$ cat src/rtl/core/svk_pkg.sv
// Shared types, codes and saturating arithmetic for the two-row SYMV panel kernel.
package svk_pkg;

  localparam int DATA_W    = 32;
  localparam int WIDE_W    = 2 * DATA_W;
  localparam int CFG_IDX_W = 3;

  typedef logic signed [DATA_W-1:0] data_t;
  typedef logic signed [WIDE_W-1:0] wide_t;

  // Column kinds; the unused code behaves as a full column.
  typedef enum logic [1:0] {
    KIND_FULL = 2'd0,
    KIND_DIAG = 2'd1,
    KIND_TAIL = 2'd2
  } kind_t;

  typedef enum logic [CFG_IDX_W-1:0] {
    CFG_X_T_FIRST       = 3'd0,
    CFG_X_T_SECOND      = 3'd1,
    CFG_Y_N_INIT_FIRST  = 3'd2,
    CFG_Y_N_INIT_SECOND = 3'd3,
    CFG_SUBTRACT_MODE   = 3'd4
  } cfg_idx_t;

  typedef struct packed {
    kind_t kind;
    logic  last;
  } col_ctl_t;

  // acc +/- p, saturated to the signed data range
  function automatic data_t sat_upd(data_t acc, wide_t p, logic sub);
    logic signed [WIDE_W:0] a_x;
    logic signed [WIDE_W:0] p_x;
    logic signed [WIDE_W:0] s;
    logic [WIDE_W-DATA_W+1:0] top;
    a_x = {{(WIDE_W+1-DATA_W){acc[DATA_W-1]}}, acc};
    p_x = {p[WIDE_W-1], p};
    s   = sub ? (a_x - p_x) : (a_x + p_x);
    top = s[WIDE_W:DATA_W-1];
    if ((top == '0) || (top == '1)) begin
      return s[DATA_W-1:0];
    end else if (s[WIDE_W]) begin
      return {1'b1, {(DATA_W-1){1'b0}}};
    end else begin
      return {1'b0, {(DATA_W-1){1'b1}}};
    end
  endfunction

  function automatic wide_t sext_wide(data_t v);
    return {{(WIDE_W-DATA_W){v[DATA_W-1]}}, v};
  endfunction

endpackage

$ cat src/rtl/core/svk_acc.sv
// Accumulate stage: row accumulators plus the row-zero term of the transposed update.
module svk_acc
  import svk_pkg::*;
(
  input  logic     clk,
  input  logic     rst_n,
  input  logic     en,
  input  logic     sub,
  input  wide_t    pn0,
  input  wide_t    pn1,
  input  wide_t    pt0,
  input  wide_t    pt1,
  input  data_t    y_t_elem,
  input  col_ctl_t ctl,
  output data_t    yt_part,
  output wide_t    pt1_out,
  output data_t    sum0,
  output data_t    sum1,
  output col_ctl_t ctl_out
);

  data_t    acc0_r, acc1_r;
  data_t    acc0_nxt, acc1_nxt;
  data_t    new0, new1, yt_nxt;
  data_t    yt_part_r, sum0_r, sum1_r;
  wide_t    pt1_r;
  col_ctl_t ctl_r;

  always_comb begin
    new0   = (ctl.kind == KIND_TAIL) ? acc0_r : sat_upd(acc0_r, pn0, sub);
    new1   = sat_upd(acc1_r, pn1, sub);
    // diagonal and tail columns leave out the row-zero term
    yt_nxt = ((ctl.kind == KIND_DIAG) || (ctl.kind == KIND_TAIL)) ?
             y_t_elem : sat_upd(y_t_elem, pt0, sub);
    acc0_nxt = ctl.last ? '0 : new0;
    acc1_nxt = ctl.last ? '0 : new1;
  end

  always_ff @(posedge clk) begin
    if (!rst_n) begin
      acc0_r <= '0;
      acc1_r <= '0;
    end else if (en) begin
      acc0_r <= acc0_nxt;
      acc1_r <= acc1_nxt;
    end
  end

  always_ff @(posedge clk) begin
    if (en) begin
      yt_part_r <= yt_nxt;
      pt1_r     <= pt1;
      sum0_r    <= new0;
      sum1_r    <= new1;
      ctl_r     <= ctl;
    end
  end

  assign yt_part = yt_part_r;
  assign pt1_out = pt1_r;
  assign sum0    = sum0_r;
  assign sum1    = sum1_r;
  assign ctl_out = ctl_r;

endmodule

$ cat config.mk
export PLATFORM = sky130hd
export DESIGN_NAME = svk_acc
export DESIGN_NICKNAME = d
export VERILOG_FILES = /design/src/rtl/core/svk_pkg.sv /design/src/rtl/core/svk_acc.sv
export SDC_FILE = /design/constraint.sdc
export NUM_CORES = 1
export LEC_CHECK = 0
export BUFFER_PORTS_ARGS = -buffer_cell sky130_fd_sc_hd__buf_2
export CORE_AREA = 2 2 234 236
export CTS_CLUSTER_SIZE = 16
export DETAILED_ROUTE_END_ITERATION = 7
export DIE_AREA = 0 0 236 238
export PLACE_DENSITY_LB_ADDON = 0.25
export SLEW_MARGIN = 10
export SYNTH_ARGS = -nofsm -noshare
export SYNTH_HDL_FRONTEND = slang
export SYNTH_SLANG_ARGS = --single-unit
$ cat constraint.sdc
create_clock -name clk -period 9.2 [get_ports clk]
set_input_delay 2.3 -clock clk [delete_from_list [all_inputs] [get_ports clk]]
set_output_delay 2.3 -clock clk [all_outputs]
set_load 0.1 [all_outputs]
Word-level counts from Yosys, hierarchy flattened
Cells that the tools add are included.
{ "classes": {"n_addsub": 6, "n_eq_ne": 5, "mux": 13, "reduce_logical": 7} }
{ "op_table": {"columns": ["op", "n"], "rows": [
  ["2-to-1 mux 32 bit", 10],
  ["adder 32 x 64 -> 65 bit", 3],
  ["2-to-1 mux 65 bit", 3],
  ["subtractor 32 x 64 -> 65 bit", 3],
  ["== test 34 bit (second input constant)", 3],
  ["logical NOT 34 bit", 3],
  ["logical OR 1 bit", 4],
  ["== test 2 x 1 -> 1 bit (second input constant)", 1],
  ["== test 2 bit (second input constant)", 1]
]} }
{ "word_totals": {"reg_bits": 227, "out_inout_bits": 163, "elab_cells": 39} }

Logic depth before layout (Yosys ltp)
{ "logic_depth": {"word_depth": 7, "mapped_depth": 28} }

Worst setup path after synthesis
Ideal clock, no wire load.
{ "synth_path": {"kind": "input -> register", "start": "input port pt0[12]", "end": "register yt_part_r[10] (netlist: yt_part[10]), data pin", "arrival_ns": 8.308, "required_ns": 8.934, "setup_slack_ns": 0.626, "cell_stages": 26, "path_buffers": 2, "path_cell_list": "or4_1 nor4_1 and2_1 nand2_1 nor2_1 nand2_1 or3_1 nor4_1 and3b_1 a21oi_1 xnor2_1 ha_1 clkbuf_1 a21oi_1 o21ai_0 a211o_1 or2_2 a2111oi_2 nor3_1 a2111o_1 a21oi_1 xor2_1 inv_1 nor3_1 clkbuf_1 nor2_1"} }
{ "synth_between": {"elab_chain_len": 6, "elab_cells_between_ends": 9, "cone_classes": "add/sub (2); eq/ne (1); mux (4); reduce/logical (2)"} }
{ "synth_rtl": {"columns": ["item", "line_no", "text"], "rows": [
  ["start, declared", "svk_acc.sv:11", "input wide_t pt0,"],
  ["adder 32 x 64 -> 65 bit or subtractor 32 x 64 -> 65 bit (tied branches)", "svk_pkg.sv:39", "s = sub ? (a_x - p_x) : (a_x + p_x);"],
  ["2-to-1 mux 65 bit (*)", "svk_pkg.sv:39", null],
  ["== test 34 bit or logical NOT 34 bit (tied branches)", "svk_pkg.sv:41", "if ((top == '0) || (top == '1)) begin"],
  ["logical OR 1 bit", "svk_pkg.sv:41", null],
  ["2-to-1 mux 32 bit (*)", "svk_pkg.sv:41", null],
  ["2-to-1 mux 32 bit (*)", "svk_acc.sv:33", "yt_nxt = ((ctl.kind == KIND_DIAG) || (ctl.kind == KIND_TAIL)) ?"],
  ["named net yt_nxt[10]", "svk_acc.sv:24", "data_t new0, new1, yt_nxt;"],
  ["end signal, assigned", "svk_acc.sv:51", "yt_part_r <= yt_nxt;"],
  ["end, declared", "svk_acc.sv:25", "data_t yt_part_r, sum0_r, sum1_r;"]
]} }
Mark *: on every way through the listed nets, which the timed path passes. The rest lies on a longest branch.
A chain may end at the register's enable or synchronous reset.

Final worst setup path
{ "layout_path": {"start": "input port pn0[8]", "end": "register sum0_r[22] (netlist: sum0[22]), data pin"} }
{ "layout_between": {"elab_chain_len": 6, "elab_cells_between_ends": 9, "cone_classes": "add/sub (2); eq/ne (1); mux (4); reduce/logical (2)"} }
{ "layout_rtl": {"columns": ["item", "line_no", "text"], "rows": [
  ["start, declared", "svk_acc.sv:9", "input wide_t pn0,"],
  ["adder 32 x 64 -> 65 bit or subtractor 32 x 64 -> 65 bit (tied branches)", "svk_pkg.sv:39", null],
  ["2-to-1 mux 65 bit (*)", "svk_pkg.sv:39", null],
  ["== test 34 bit or logical NOT 34 bit (tied branches)", "svk_pkg.sv:41", null],
  ["logical OR 1 bit", "svk_pkg.sv:41", null],
  ["2-to-1 mux 32 bit (*)", "svk_pkg.sv:41", null],
  ["2-to-1 mux 32 bit (*)", "svk_acc.sv:30", "new0 = (ctl.kind == KIND_TAIL) ? acc0_r : sat_upd(acc0_r, pn0, sub);"],
  ["named net new0[22]", "svk_acc.sv:24", null],
  ["end signal, assigned", "svk_acc.sv:53", "sum0_r <= new0;"],
  ["end, declared", "svk_acc.sv:25", null]
]} }
Marked as above.

==> results.toml <==
[timing]
tightest_slew_ns = 1.00
setup_violations = 0
tns_ns = 0
worst_slack_ns = 0.488
drv_slew = 0
rsz0062_at_grt = "no"
skew_ns = 0.0191
fin_crit_sh = 0.947
period_minus_slack_ns = 8.71
fin_hold_ws_ns = 0.476
hold_violations = 0
fmax_mhz = 115
relSlewSlack = 0.331

[job]
cap_viol_max_count = 0

[place]
globalplace.congestion = 1.02
dp.cells = 4506
numPortBuffers = 457
dp_hpwl_microns = 78900
pre_cts_slack_ns = 0.0323

[global_route]
grt_pass1_vias = 26500
grt_first_pass_wirelength_microns = 149000
gr-total-overflow = 0
antenna_found_initial = 8
grt_usage = 0.329
grt_start_max_net_pins = 72

[setup_path]
rrSetupSlack_ns = 3.77
arrival_ns = 8.98
crit_required_ns = 9.47
critPathCaptureType = "flip-flop"
rr_startpoint = "acc1_r[0]"
critPathLaunchType = "input pin"
startpoint = "pn0[8]"
critical_path_class = "in2reg"
r2r_cells = 18
cp_max_fo = 31
timing.rr.end = "sum1[30]"

[die]
fp-row-count = 85
die_area_sq_mm = 0.0562
initial_utilization = 0.495
die_x_microns = 236
core_sq_mm = 0.0535
dieHeight_microns = 238
ioPinCount = 458

[logic_synthesis]
netlist.area_leader.share = 0.185
synthMuxAreaShare = 0.00680
synth_top_family_by_area = "compound AO/OA/AOI/OAI gates"
synthArstFlopShare = 0
syn_area_sq_mm = 0.0265
ys_seq_elements = 227
ys_seq_area_frac = 0.233
syn-num-nets = 3937
ys_top_cells_by_count = "a21oi_1, nor2_1, nand2_1"
synth-simple-area-share = 0.229
synth-xor-area-share = 0.114
syn_inst = 3443
ys_types = 95
synth_most_common_cell = "a21oi_1"
synthAdderAreaFrac = 0.0948
synth_area_leaders = "edfxtp_1, ha_1, xnor2_1"
yosys_warnings = 0
synth_largest_area_cell = "edfxtp_1"
synth_top_flop_cell = "edfxtp_1"
synth_edf_count = 163
synth.avg_cell_area_sq_um = 7.69
synth-compound-area-share = 0.282

[drt]
wirelength_microns = 97200
viasPerCell = 6.35
first_pass_iters = 6
wl_per_cell_microns = 21.3
drtIter0Drc = 2819
drc_errors = 0
drtAntennaViolNets = 0
route.vias.total = 29000

[clocking]
post_cts_resized = 0
ctsHtreeMaxLevel = 1
cts.reportedPaths.clkPinSlew_ns = 0.06
cts.sinks = 227
clock_tree.root_cell = "clkbuf_16"
cts_buffers = 27
cts_hold_buffers = 0
postCtsSetupBuffers = 0
clk_latency_ns = 0.57
cts.path.max_buffers = 3
cts_tree = "yes"

[min_path]
hold_class = "reg2reg"
hold_path_depth = 2
hold_start = "acc1_r[4]"
whs_endpoint = "acc1_r[4]"

[final_layout]
finalNetCount = 4333
final_layout_size_suffix_gt1_frac = 0.176
seq_area_sq_mm = 0.00618
final_util = 0.574
layout.cells.non_filler = 4563
syn_to_final_growth_pct = 15.8
nFillCells = 5155
multiInputGateArea_sq_mm = 0.0193

[power]
leakagePower_uw = 0.0124
power_density_mw_per_mm2 = 170
ir_worst_vdd_mv = 0.120

[status]
status = "finished, final reports clean"
[critical path, cell delays in order]
cell	delay (ns)
buf_2	0.12
or4_1	0.61
or4_1	0.50
nor3_1	0.27
nand2_1	0.21
nor4_1	0.33
buf_4	0.22
and2_1	0.20
and3_1	0.26
a21oi_1	0.10
xnor2_1	0.15
ha_1	0.34
nand3_1	0.14
nor3_1	0.07
buf_4	0.15
and3_1	0.19
and2_1	0.13
a221o_1	0.41
nor2_1	0.21
xnor2_1	0.16
nor4_1	0.60
nand4b_1	0.17
o41ai_1	0.40
buf_4	0.21
or2_2	0.13
buf_12	0.17
o311ai_0	0.18
[cell usage in the layout (no fill, tap or decap), types with 92 or more instances in the layout]
master	n
a21oi_1	362
buf_2	455
buf_4	92
edfxtp_1	163
ha_1	195
nand2_1	344
nand4_1	105
nor2_1	356
nor3_1	105
o21ai_0	199
xnor2_1	269
[layout make-up]
type                            instances  share of cell area
Inverter                               91              0.0111
Clock buffer                           31              0.0228
Timing Repair Buffer                  555               0.101
Sequential cell                       227               0.201
Tap cell                              696              0.0284
Multi-Input combinational cell       2937               0.628
Antenna cell                            7            0.000571
Clock inverter                         19             0.00665
[sequential cells by signal, summed over array words and instances, names as in the netlist]
register,flops
acc0_r,32
acc1_r,32
ctl_out,3
pt1_out,64
sum0,32
sum1,32
yt_part,32
[per-layer routing]
| layer | GRT usage | wire length (microns) | vias to the layer above |
|---|---|---|---|
| li1 | - | - | 13800 |
| met1 | 0.449 | 42100 | 13700 |
| met2 | 0.534 | 44000 | 1314 |
| met3 | 0.0492 | 7830 | 188 |
| met4 | 0.110 | 3300 | 2 |
| met5 | 0 | 17 | - |
[worst max-delay path by stage]
stage,endpoint,slack [ns],depth (start not counted)
global route,yt_part[22],0.07,26
global placement,sum0[22],0.13,22
detailed placement,yt_part[22],0.03,26
floorplan,yt_part[10],0.63,26
CTS,yt_part[22],0.63,26
finish,sum0[22],0.49,27
[report_power, final]
part	total (uW)	internal (uW)	switching (uW)
combinational	2810	806	2000
sequential	1310	1250	58.0
clock	1100	637	463
[cell families after synthesis]
family                     Yosys count
and+or+nand+nor                   1247
AOI/OAI and AO/OA                 1131
xor gates and xnor gates           343
buffers and inverters              279
DFF                                227
adders and majority gates          199
muxes                               17
[per-stage QoR]
| stage | instance area, sq um | total power, uW |
|---|---|---|
| after floorplan | 26500 | 3360 |
| after global placement | 29700 | 4060 |
| after detailed placement | 29700 | 4070 |
| after CTS | 30700 | 5180 |
| after global routing | 30700 | 5460 |
| final | 30700 | 5210 |
(Power assumes the default switching activity.)
