$ cat config.mk
export PLATFORM = sky130hd
export DESIGN_NAME = svk_out
export DESIGN_NICKNAME = d
export VERILOG_FILES = /design/src/rtl/core/svk_pkg.sv /design/src/rtl/core/svk_out.sv
export SDC_FILE = /design/constraint.sdc
export NUM_CORES = 1
export LEC_CHECK = 0
export ABC_CLOCK_PERIOD_IN_PS = 7000
export BUFFER_PORTS_ARGS = -buffer_cell sky130_fd_sc_hd__buf_2
export CAP_MARGIN = 40
export CORE_AREA = 2 2 162 164
export CTS_CLUSTER_SIZE = 12
export DETAILED_ROUTE_END_ITERATION = 8
export DIE_AREA = 0 0 164 166
export PLACE_DENSITY_LB_ADDON = 0.3
export SLEW_MARGIN = 20
export SYNTH_ARGS = -nofsm -noshare
export SYNTH_HDL_FRONTEND = slang
export SYNTH_SLANG_ARGS = --single-unit
$ cat constraint.sdc
create_clock -name clk -period 7 [get_ports clk]
set_clock_uncertainty 0.05 [all_clocks]
set_input_delay 0.35 -clock clk [delete_from_list [all_inputs] [get_ports clk]]
set_output_delay 0.35 -clock clk [all_outputs]
set_load 0.02 [all_outputs]
$ cat src/rtl/core/svk_pkg.sv
// Shared types, codes and saturating arithmetic for the two-row SYMV panel kernel.
package svk_pkg;

  localparam int DATA_W    = 32;
  localparam int WIDE_W    = 2 * DATA_W;
  localparam int CFG_IDX_W = 3;

  typedef logic signed [DATA_W-1:0] data_t;
  typedef logic signed [WIDE_W-1:0] wide_t;

  // Column kinds; the unused code behaves as a full column.
  typedef enum logic [1:0] {
    KIND_FULL = 2'd0,
    KIND_DIAG = 2'd1,
    KIND_TAIL = 2'd2
  } kind_t;

  typedef enum logic [CFG_IDX_W-1:0] {
    CFG_X_T_FIRST       = 3'd0,
    CFG_X_T_SECOND      = 3'd1,
    CFG_Y_N_INIT_FIRST  = 3'd2,
    CFG_Y_N_INIT_SECOND = 3'd3,
    CFG_SUBTRACT_MODE   = 3'd4
  } cfg_idx_t;

  typedef struct packed {
    kind_t kind;
    logic  last;
  } col_ctl_t;

  // acc +/- p, saturated to the signed data range
  function automatic data_t sat_upd(data_t acc, wide_t p, logic sub);
    logic signed [WIDE_W:0] a_x;
    logic signed [WIDE_W:0] p_x;
    logic signed [WIDE_W:0] s;
    logic [WIDE_W-DATA_W+1:0] top;
    a_x = {{(WIDE_W+1-DATA_W){acc[DATA_W-1]}}, acc};
    p_x = {p[WIDE_W-1], p};
    s   = sub ? (a_x - p_x) : (a_x + p_x);
    top = s[WIDE_W:DATA_W-1];
    if ((top == '0) || (top == '1)) begin
      return s[DATA_W-1:0];
    end else if (s[WIDE_W]) begin
      return {1'b1, {(DATA_W-1){1'b0}}};
    end else begin
      return {1'b0, {(DATA_W-1){1'b1}}};
    end
  endfunction

  function automatic wide_t sext_wide(data_t v);
    return {{(WIDE_W-DATA_W){v[DATA_W-1]}}, v};
  endfunction

endpackage

$ cat src/rtl/core/svk_out.sv
// Result stage: row-one transposed term and the final normal sums.
module svk_out
  import svk_pkg::*;
(
  input  logic     clk,
  input  logic     en,
  input  logic     sub,
  input  data_t    y_n_init_first,
  input  data_t    y_n_init_second,
  input  data_t    yt_part,
  input  wide_t    pt1,
  input  data_t    sum0,
  input  data_t    sum1,
  input  col_ctl_t ctl,
  output data_t    y_t_out,
  output logic     y_t_valid,
  output data_t    y_n_out_first,
  output data_t    y_n_out_second,
  output logic     done_res
);

  data_t yt_r, yn0_r, yn1_r;
  logic  ytv_r, done_r;
  logic  tail;

  assign tail = (ctl.kind == KIND_TAIL);

  always_ff @(posedge clk) begin
    if (en) begin
      yt_r   <= tail ? '0 : sat_upd(yt_part, pt1, sub);
      ytv_r  <= !tail;
      yn0_r  <= ctl.last ? sat_upd(y_n_init_first, sext_wide(sum0), 1'b0) : '0;
      yn1_r  <= ctl.last ? sat_upd(y_n_init_second, sext_wide(sum1), 1'b0) : '0;
      done_r <= ctl.last;
    end
  end

  assign y_t_out        = yt_r;
  assign y_t_valid      = ytv_r;
  assign y_n_out_first  = yn0_r;
  assign y_n_out_second = yn1_r;
  assign done_res       = done_r;

endmodule

Word level (Yosys, flattened, before mapping)
Index checks and enable logic that the tools add are counted.
Word-level totals
  flip-flop bits (word level): 98
  bits of input ports: 230
  output and inout port bits: 98
  logic and storage cells: 27
Operators by class
  $add $sub $neg: 4
  eq/ne operators: 4
  mux-type cells: 7
  reductions and logical operators: 7
Operators by type and width (number)
  32-bit two-way mux: 6
  34-bit equality test (second input constant): 3
  34-bit zero test: 3
  32-bit by 32-bit adder with 33-bit output: 2
  32-bit by 64-bit adder with 65-bit output: 1
  65-bit two-way mux: 1
  32-bit by 64-bit subtractor with 65-bit output: 1
  1-bit logical OR: 3
  2-bit equality test (second input constant): 1
  1-bit zero test: 1

Logic depth before layout (Yosys ltp)
Gate-level depths: netlist of the first run.
  depth after elaboration: 5
  depth in mapped cells: 26
  gate-level depth less buffers: 24

Worst setup path after synthesis of the first run
Ideal clock, no wire load.
  path kind: input port to flip-flop
  start point: input pt1[24]
  end point: register yt_r[10], in the netlist y_t_out[10], data pin
  library setup time: 0.265 ns
  arrival time: 5.541 ns
  required time: 6.685 ns
  slack: 1.144 ns
  stages: 24
  buffers on the path: 2
  path through: or3_1 or4_1 nor4_4 and2_1 nor3b_1 nor3b_1 and2_1 and3_1 nor2_1 xnor2_1 ha_1 clkbuf_1 nand3_1 and3_1 a21boi_0 o32ai_1 a2111oi_0 o211ai_1 nor4bb_1 nand4_1 nor4_2 and4_4 buf_8 o21ai_1
Between the ends
  cells in the longest elaborated chain, start to end: 5
  elaborated cells on any way between the ends: 8
  classes of those cells: add/sub: 2; eq/ne: 1; mux: 3; reduce/logical: 2
Ends and longest elaborated chain
  from (decl): line svk_out.sv:11  | input wide_t pt1,
  32-bit by 64-bit adder with 65-bit output or 32-bit by 64-bit subtractor with 65-bit output (tied branches): line svk_pkg.sv:39  | s = sub ? (a_x - p_x) : (a_x + p_x);
  65-bit two-way mux *: line svk_pkg.sv:39
  34-bit equality test or 34-bit zero test (tied branches): line svk_pkg.sv:41  | if ((top == '0) || (top == '1)) begin
  1-bit logical OR: line svk_pkg.sv:41
  32-bit two-way mux *: line svk_pkg.sv:41
  to (signal assigned): line svk_out.sv:30  | yt_r <= tail ? '0 : sat_upd(yt_part, pt1, sub);
  to (decl): line svk_out.sv:22  | data_t yt_r, yn0_r, yn1_r;
Mark *: on every way between the ends. The rest lies on a longest branch, timed or not.
A chain may end at the register's enable or synchronous reset.

Worst setup path in the final report of the first run
  start point: input pt1[15]
  end point: register yt_r[27], in the netlist y_t_out[27], data pin
The elaborated chain is that of the path after synthesis.

==> impl.org, run 1 <==
** Status
- Outcome :: completed

** Cells and area
- Post-layout net count :: 2487
- Total of fill cells in the finished design :: 2253
- For this run, the share of the core covered by cells in the final layout is 64.4%.
- Layout overhead on the synthesized area :: 15.9%
- The number of antenna diodes in the final layout is 0.
- In the final layout, the share of cells above drive strength 1 is 19.5%.

** Synth
- The number of nets handed over by synthesis was 2208.
- The biggest area contributor in the post-synthesis netlist is edfxtp_1.
- For this run, the register share of the synthesized area comes to 20.7%.
- Counting flops and latches in the post-synthesis netlist gives 98.
- In this run the mean area of a mapped cell was 7.71 µm².
- By area the synthesized netlist is led by edfxtp_1 (21%), ha_1 (11%), xnor2_1 (6.4%).
- After synthesis the cells add up to 14200 µm².
- Number of enable flip-flop cells after synthesis :: 98
- Leading cell type by number of instances after synthesis :: nor2_1
- The Yosys step of the flow raised 0 warnings.
- Summing the areas of all fa, ha and maj instances in the mapped netlist gives 11.8% of the synthesized area.
- Post-synthesis simple-gate area fraction :: 23.2%
- Summed over its instances, the top area cell type makes up 20.7% of the synthesized netlist area.
- In the synthesized netlist, mux cells make up 0.536% of the area.
- By count the netlist is led by nor2_1 (208), nand2_1 (160), a21oi_1 (157).
- Dominant register cell in the synthesized netlist :: edfxtp_1
- Combinational family with the most area after synthesis :: compound AO/OA/AOI/OAI gates
- Synthesized netlist cell count :: 1846
- Xor-xnor portion of the synthesized cell area :: 9.29%
- Post-synthesis compound-gate area fraction :: 30.4%
- The netlist uses 99 different library cells.
- For this run, asynchronously set or reset flops after synthesis account for 0%.

** Power
- Clock network fraction of total power :: 17.7%
- The share of total power dissipated in combinational logic is 56.4%.
- IR analysis of the VDD net gives a maximum drop of 0.155 mV.
- Dividing total power by cell area gives a power density of 190 nW/µm².
- The analysis attributes to cell leakage a power of 6.89 nW.
- Sequential fraction of design power :: 25.8%
- The internal power of the cells totals 1.70 mW.
- The analysis attributes to net switching a power of 1.44 mW.
- Switching share of total power :: 45.8%
- Total power of the final layout :: 3.14 mW

** Timing
- Unrepaired setup endpoints after global routing :: false
- Headroom to the max-slew limit came out at 45.6%.
- The final critical path takes up 94.1% of the cycle.
- Setup slack on the critical path of the routed design comes to 0.411 ns.
- Based on the critical path, the design can be clocked at up to 0.152 GHz.
- Min Clock Period, post-route :: 6.59 ns
- Number of endpoints failing setup at the final stage :: 0
- The count of endpoints failing hold in the final timing report is 0.
- Measured slew at the worst slew-check pin :: 0.816 ns
- The number of slew-limit violations in the final report is 0.
- Adding up every negative setup slack in the final design gives 0 ns.

** Die
- Starting utilization of the core area :: 55.6%
- Die height :: 166 µm
- Number of placement rows :: 59
- Measured along the x axis, the die boundary spans 164 µm.
- The core region is 25600 µm².
- The die covers 27200 µm².
- During I/O placement, the number of pins put on the boundary was 328.

** Place
- Port Buffer Count :: 327
- At the placement stage, the worst setup path has a slack of 0.145 ns.
- Final weighted congestion in routability-driven placement :: 1.02
- The wire-length estimate of the detail-placed layout is 39.3 mm.

** Clock tree
- Total setup buffers inserted after CTS :: 0
- In this run the number of H-tree levels came out at 3.
- Root Driver :: clkbuf_16
- Clock-pin slew was measured on the worst setup and hold paths at 0.08 ns.
- For this design, the sink count on the clock tree is 98.
- Counting the buffers created by CTS gives 9.
- Worst-case clock buffer depth :: 2
- Clock tree from TritonCTS :: built

** Critical path
- Data arrives at the worst endpoint at 6.63 ns.
- Among all stages on the critical path, the largest delay is contributed by a2111oi_0.
- Kind of capture point of the worst setup path :: flip-flop
- The largest single stage delay on the critical path is 0.74 ns.
- Along the worst path, the maximum fanout reaches 18.
- Critical Path, Cell by Cell :: buf_2 -> or3_1 -> or3_1 -> nor4_1 -> and2_1 -> a21o_1 -> o21ai_0 -> xnor2_1 -> ha_1 -> nand4_1 -> nor4_1 -> nor2b_1 -> o21ai_1 -> a2111oi_0 -> o21ai_0 -> a22oi_1 -> nand4_1 -> nor4_4 -> and4_4 -> buf_12 -> o21ai_1
- Data required time of the critical path :: 7.04 ns
- STA classifies the critical path startpoint as an input pin.
- Critical Setup Path Class :: input pin to flip-flop

** Route
- Via count :: 15800
- After detailed routing, the total wire length is 48.2 mm.
- # DRC :: 0
- Residual antenna-violating net count after detailed routing :: 0
- Routed length per instance :: 19.6 µm
- Via density per instance :: 6.42
- Number of optimization iterations in the first detailed-route pass :: 6
- First DRT Iteration DRCs :: 1954

** Min path
- The startpoint identified for the worst hold timing path is ctl[0].
- Min-delay worst type :: input pin to flip-flop
- The worst hold path terminates at done_res.
- Along the worst hold path, the cell count comes to 1.

** GRT
- Remaining Overflow, GRT :: 0
- Maximum number of pins on one net before global-route repair :: 60
- The number of global-route vias before repair is 14600.
- Initial antenna violation count :: 0
- For this run, the total global-route usage over all layers was measured as 33.9%.
- Global-route wire length before repair :: 75.5 mm

** Flow run
- Max-capacitance violation count :: 0
## state kept, by name, summed over array words and instances, names as in the netlist
name and flops:
y_n_out_second 32, y_t_valid 1, y_t_out 32, y_n_out_first 32, done_res 1
## power groups by stage
stage,combinational (mW),sequential [mW],clock (mW)
6_report,1.77,0.812,0.557
3_5_place_dp,1.72,0.825,0
4_1_cts,1.73,0.812,0.560
2_1_floorplan,1.07,0.939,0
5_1_grt,1.92,0.817,0.585
3_3_place_gp,1.70,0.822,0
## timing repair
action,CTS,global route
gates resized for setup,0,5
endpoints found under the setup margin,0,31
hold buffers,0,0
## final cells by class
type                            instances  area (µm²)  share of cell area [%]
Tap cell                              335         419                    2.54
Multi-Input combinational cell       1618       10800                    65.2
Sequential cell                        98        2940                    17.8
Clock buffer                            9         225                    1.36
Clock inverter                          7         108                   0.652
Timing Repair Buffer                  354        1890                    11.4
Inverter                               44         165                    1.00
## cell families after synthesis
family,after synthesis
simple gates,662
flops,98
compound gates,666
xor+xnor,151
mux,7
buf+inv,130
fa+ha+maj,132
## worst max path at each step
stage                     cells after the start     from  slack (ns)     endpoint
after global routing                         21  pt1[15]        0.03  y_t_out[20]
after global placement                       21  pt1[15]        0.22  y_t_out[24]
after floorplan                              24  pt1[24]        1.14  y_t_out[10]
final                                        21  pt1[15]        0.41  y_t_out[27]
after detailed placement                     21  pt1[15]        0.14  y_t_out[24]
after CTS                                    21  pt1[15]        0.51   y_t_out[0]
## layer usage
metal  track usage, %  part of all wire (%)
met5                0                     0
met4             10.9                   3.1
met3             3.60                   8.1
met2             58.1                    47
met1             44.6                    41
## stage by stage
| stage | instances | cell area, µm² | hold WS, ns |
|---|---|---|---|
| 2_1_floorplan | 1846 | 14200 | 0.399 |
| 3_3_place_gp | 2446 | 16100 | 0.597 |
| 3_5_place_dp | 2448 | 16100 | 0.596 |
| 4_1_cts | 2464 | 16500 | 0.236 |
| 5_1_grt | 2465 | 16500 | 0.235 |
| 6_report | 2465 | 16500 | 0.247 |
## cells in the final DEF (no fill, tap or decap), types with 13 or more instances in the layout
master	netlist	routed
buf_2	26	326
nor2_1	208	208
nand2_1	160	160
a21oi_1	157	157
o21ai_0	147	146
ha_1	129	129
xnor2_1	104	104
edfxtp_1	98	98
a21o_1	64	64
nor3_1	51	51
xor2_1	47	47
nand4_1	45	45
inv_1	42	42
o21ai_1	41	41
nand3_1	32	32
a32oi_1	32	32
o21a_1	31	31
or3_1	25	25
buf_4	1	21
a31oi_1	20	19
o211ai_1	19	19
nand2b_1	18	18
o21bai_1	17	17
o31ai_1	17	17
nor3b_1	16	16
a211oi_1	15	15
nor4_1	16	13
and4_1	13	13
## worst max-delay path: cells and delay by family
family	cells	cell delay, ns
buffers and inverters	2	0.27
AOI/OAI and AO/OA	7	1.95
and+or+nand+nor	10	3.31
xor gates and xnor gates	1	0.18
adders and majority gates	1	0.54
No activity file was read; power rests on OpenSTA's default activity.
==> run 2, diff against run 1 <==
Settings changed: ABC_AREA from default to 1, CORE_AREA 2 2 162 164 to 2 2 168 170, DIE_AREA 0 0 164 166 to 0 0 170 172.
==> impl.org, run 2 <==
** GRT
- Global-route wire length before repair :: 83.0 mm
- The initial antenna violation count is 3.
- The number of global-route vias before repair was 17000.
- Summed over all layers, the global routing overflow is 0.
- Entering global routing, the biggest net connects 63 pins.
- Overall routing resource usage :: 35.7%

** Route
- Residual antenna-violating net count after detailed routing :: 0
- # DRC :: 0
- Wire length reported by the detailed router :: 53.8 mm
- Via density per instance :: 5.48
- First DRT Iteration DRCs :: 1845
- The routed layout has 18500 vias.
- Routed length per instance :: 15.9 µm
- Number of optimization iterations in the first detailed-route pass :: 8

** Min path
- Min-delay worst type :: input pin to flip-flop

** Timing
- Measured slew at the worst slew-check pin :: 0.778 ns
- Unrepaired setup endpoints after global routing :: false
- Slew Limit Headroom :: 48.0%
- The count of endpoints failing hold in the final timing report came to 0.
- Maximum achievable frequency :: 0.167 GHz
- Number of endpoints failing setup at the final stage :: 0
- In the final timing run, aggregate negative setup slack is 0 ns.
- The number of slew-limit violations in the final report is 0.
- Min Clock Period, post-route :: 5.98 ns
- Final cycle utilization of the critical path :: 85.4%

** Die
- The region available for standard cell placement spans 27500 µm².
- # IOs :: 328
- Starting utilization of the core area :: 57.5%
- Die Footprint :: 29200 µm²
- After floorplanning, the core was divided into 61 placement rows.
- Horizontal die dimension :: 170 µm
- The die is 172 µm tall.

** Synth
- The most used flip-flop cell after synthesis is edfxtp_1.
- Synthesized Nets :: 3069
- After synthesis, the mean cell area works out to 5.83 µm².
- In this run, synthesis inferred 98 flip-flops with an integrated enable.
- Number of synthesized register bits :: 98
- Warning count from the yosys run :: 0
- Area of the mapped netlist :: 15800 µm²
- In the post-synthesis netlist, the cell with the most instances is nand2_1.
- After synthesis, the largest area contributor takes up 22.6% of total cell area.
- Post-synthesis cell type with the largest combined area :: nand2_1
- Sorting the synthesized cells by how often they occur yields nand2_1 (950), inv_1 (525), nor2_1 (245).
- After synthesis, the share of flip-flops with an asynchronous set or reset is 0%.
- Of the synthesized area, sequential elements account for 18.6%.
- By area the synthesized netlist is led by nand2_1 (23%), edfxtp_1 (19%), inv_1 (12%).
- Number of distinct library cell variants in the gate-level netlist after synthesis :: 47
- Synthesized netlist cell count :: 2707

** Clock tree
- Worst-case clock buffer depth :: 2
- Clock tree from TritonCTS :: built
- The H-tree was split into 3 levels.
- Clock Sink Count :: 98
- The number of gates resized after CTS was 0.
- Root Driver :: clkbuf_16
- Clock Pin Slew Worst Setup and Hold Paths :: 0.07 ns
- Buffers inserted during clock tree synthesis total 9.
- Count of hold buffers inserted by post-cts repair :: 0
- Once the clock tree was built, the setup fixing pass inserted 0 buffers.

** Status
- Outcome :: completed

** Place
- HPWL Detailed :: 45.8 mm
- # placed instances :: 3357
- Port Buffer Count :: 327
- Routability-driven placement finished with a final weighted congestion of 1.06.

** Power
- Leak Pwr :: 10.2 nW
- The worst-case IR drop observed on VDD is 0.129 mV.
- Pwr dens :: 170 nW/µm²
- Total power of the final layout :: 3.09 mW

** Critical path
- At the worst endpoint, the required time is 7.03 ns.
- For this run, the slowest stage of the critical path takes 0.62 ns.
- STA classifies the critical path startpoint as an input pin.
- In this run the worst path has a maximum fanout of 31.
- The most numerous cell type found on the critical path is nand2_1.
- The slowest stage of the critical path belongs to the cell o21bai_4.
- Critical Setup Path Class :: input pin to flip-flop
- Kind of capture point of the worst setup path :: flip-flop
- Data on the critical path arrives at its endpoint at 6.00 ns.

** Cells and area
- After filler insertion, the fill cell instance count of the layout stands at 2628.
- Most common cell after layout, fill and taps aside :: nand2_1
- Of the cells placed in the final design, the portion with a size suffix greater than 1 is 13.0%.
- The count of cells in the finished layout, fillers not included, comes to 3376.
- Leading cell types in the layout, fill and taps excluded :: nand2_1 (950), inv_1 (525), buf_2 (326)
- Compared with the post-synthesis result, the final layout area differs by 15.0%.
- Post-layout net count :: 3385

** Flow run
- Max-cap violations in this run came to 0.
==> run 2: cell count changes after synthesis, sizes merged, moves of 56 or more <==
cell	delta
nand2	+797
inv	+485
o21ai	-110
nand3	+83
xor2	+62
xnor2	-59
a21o	-56
==> run 2: cell type report <==
type	instances	area [µm²]	share of cell area (%)
diodes	3	7.51	0.0414
clock buffers	9	225	1.24
well taps	346	433	2.38
repair buffers	335	1750	9.66
multi-input cells	2052	10700	59.0
clock inverters	6	100	0.551
flip-flops and latches	98	2940	16.2
inverters	527	1980	10.9
==> run 2: report_power, final <==
group | internal (mW) | switching, mW
logic | 0.573 | 1.17
registers | 0.765 | 0.0248
clock network | 0.318 | 0.235
total | 1.66 | 1.43
==> run 2: through the flow <==
step                      hold slack, ns  utilization [%]  area [µm²]  setup slack [ns]
after detailed placement           0.629             64.8       17800             0.848
after floorplan                    0.399                -       15800              2.56
after global routing               0.269             66.1       18100             0.609
final                              0.282             66.1       18200              1.02
after CTS                          0.266             66.0       18100              1.20
after global placement             0.627             64.5       17700             0.948
==> run 2: cells by family after synthesis <==
logic type / count (synthesis) / share of synthesized area [%]
flops: 98 / 18.6
compound gates: 340 / 12.0
simple gates: 1426 / 36.6
xor+xnor: 154 / 8.64
buf+inv: 557 / 13.5
fa+ha+maj: 132 / 10.6
==> run 2: routing by layer <==
layer	track usage (%)	part of all wire [%]
met1	42.6	40
met2	63.4	47
met3	3.69	7.2
met4	19.7	5.5
met5	0	0
==> run 2: final timing paths <==
check	start	to	slack [ns]	cells after the start
setup / recovery	pt1[3]	y_t_out[16]	1.02	34
hold / removal	ctl[0]	done_res	0.28	1
==> run 2: critical path: cells and delay by family <==
family	cells	cell delay, ns
simple gates	25	3.59
buf+inv	2	0.21
compound gates	5	1.25
fa+ha+maj	1	0.42
xor+xnor	1	0.16
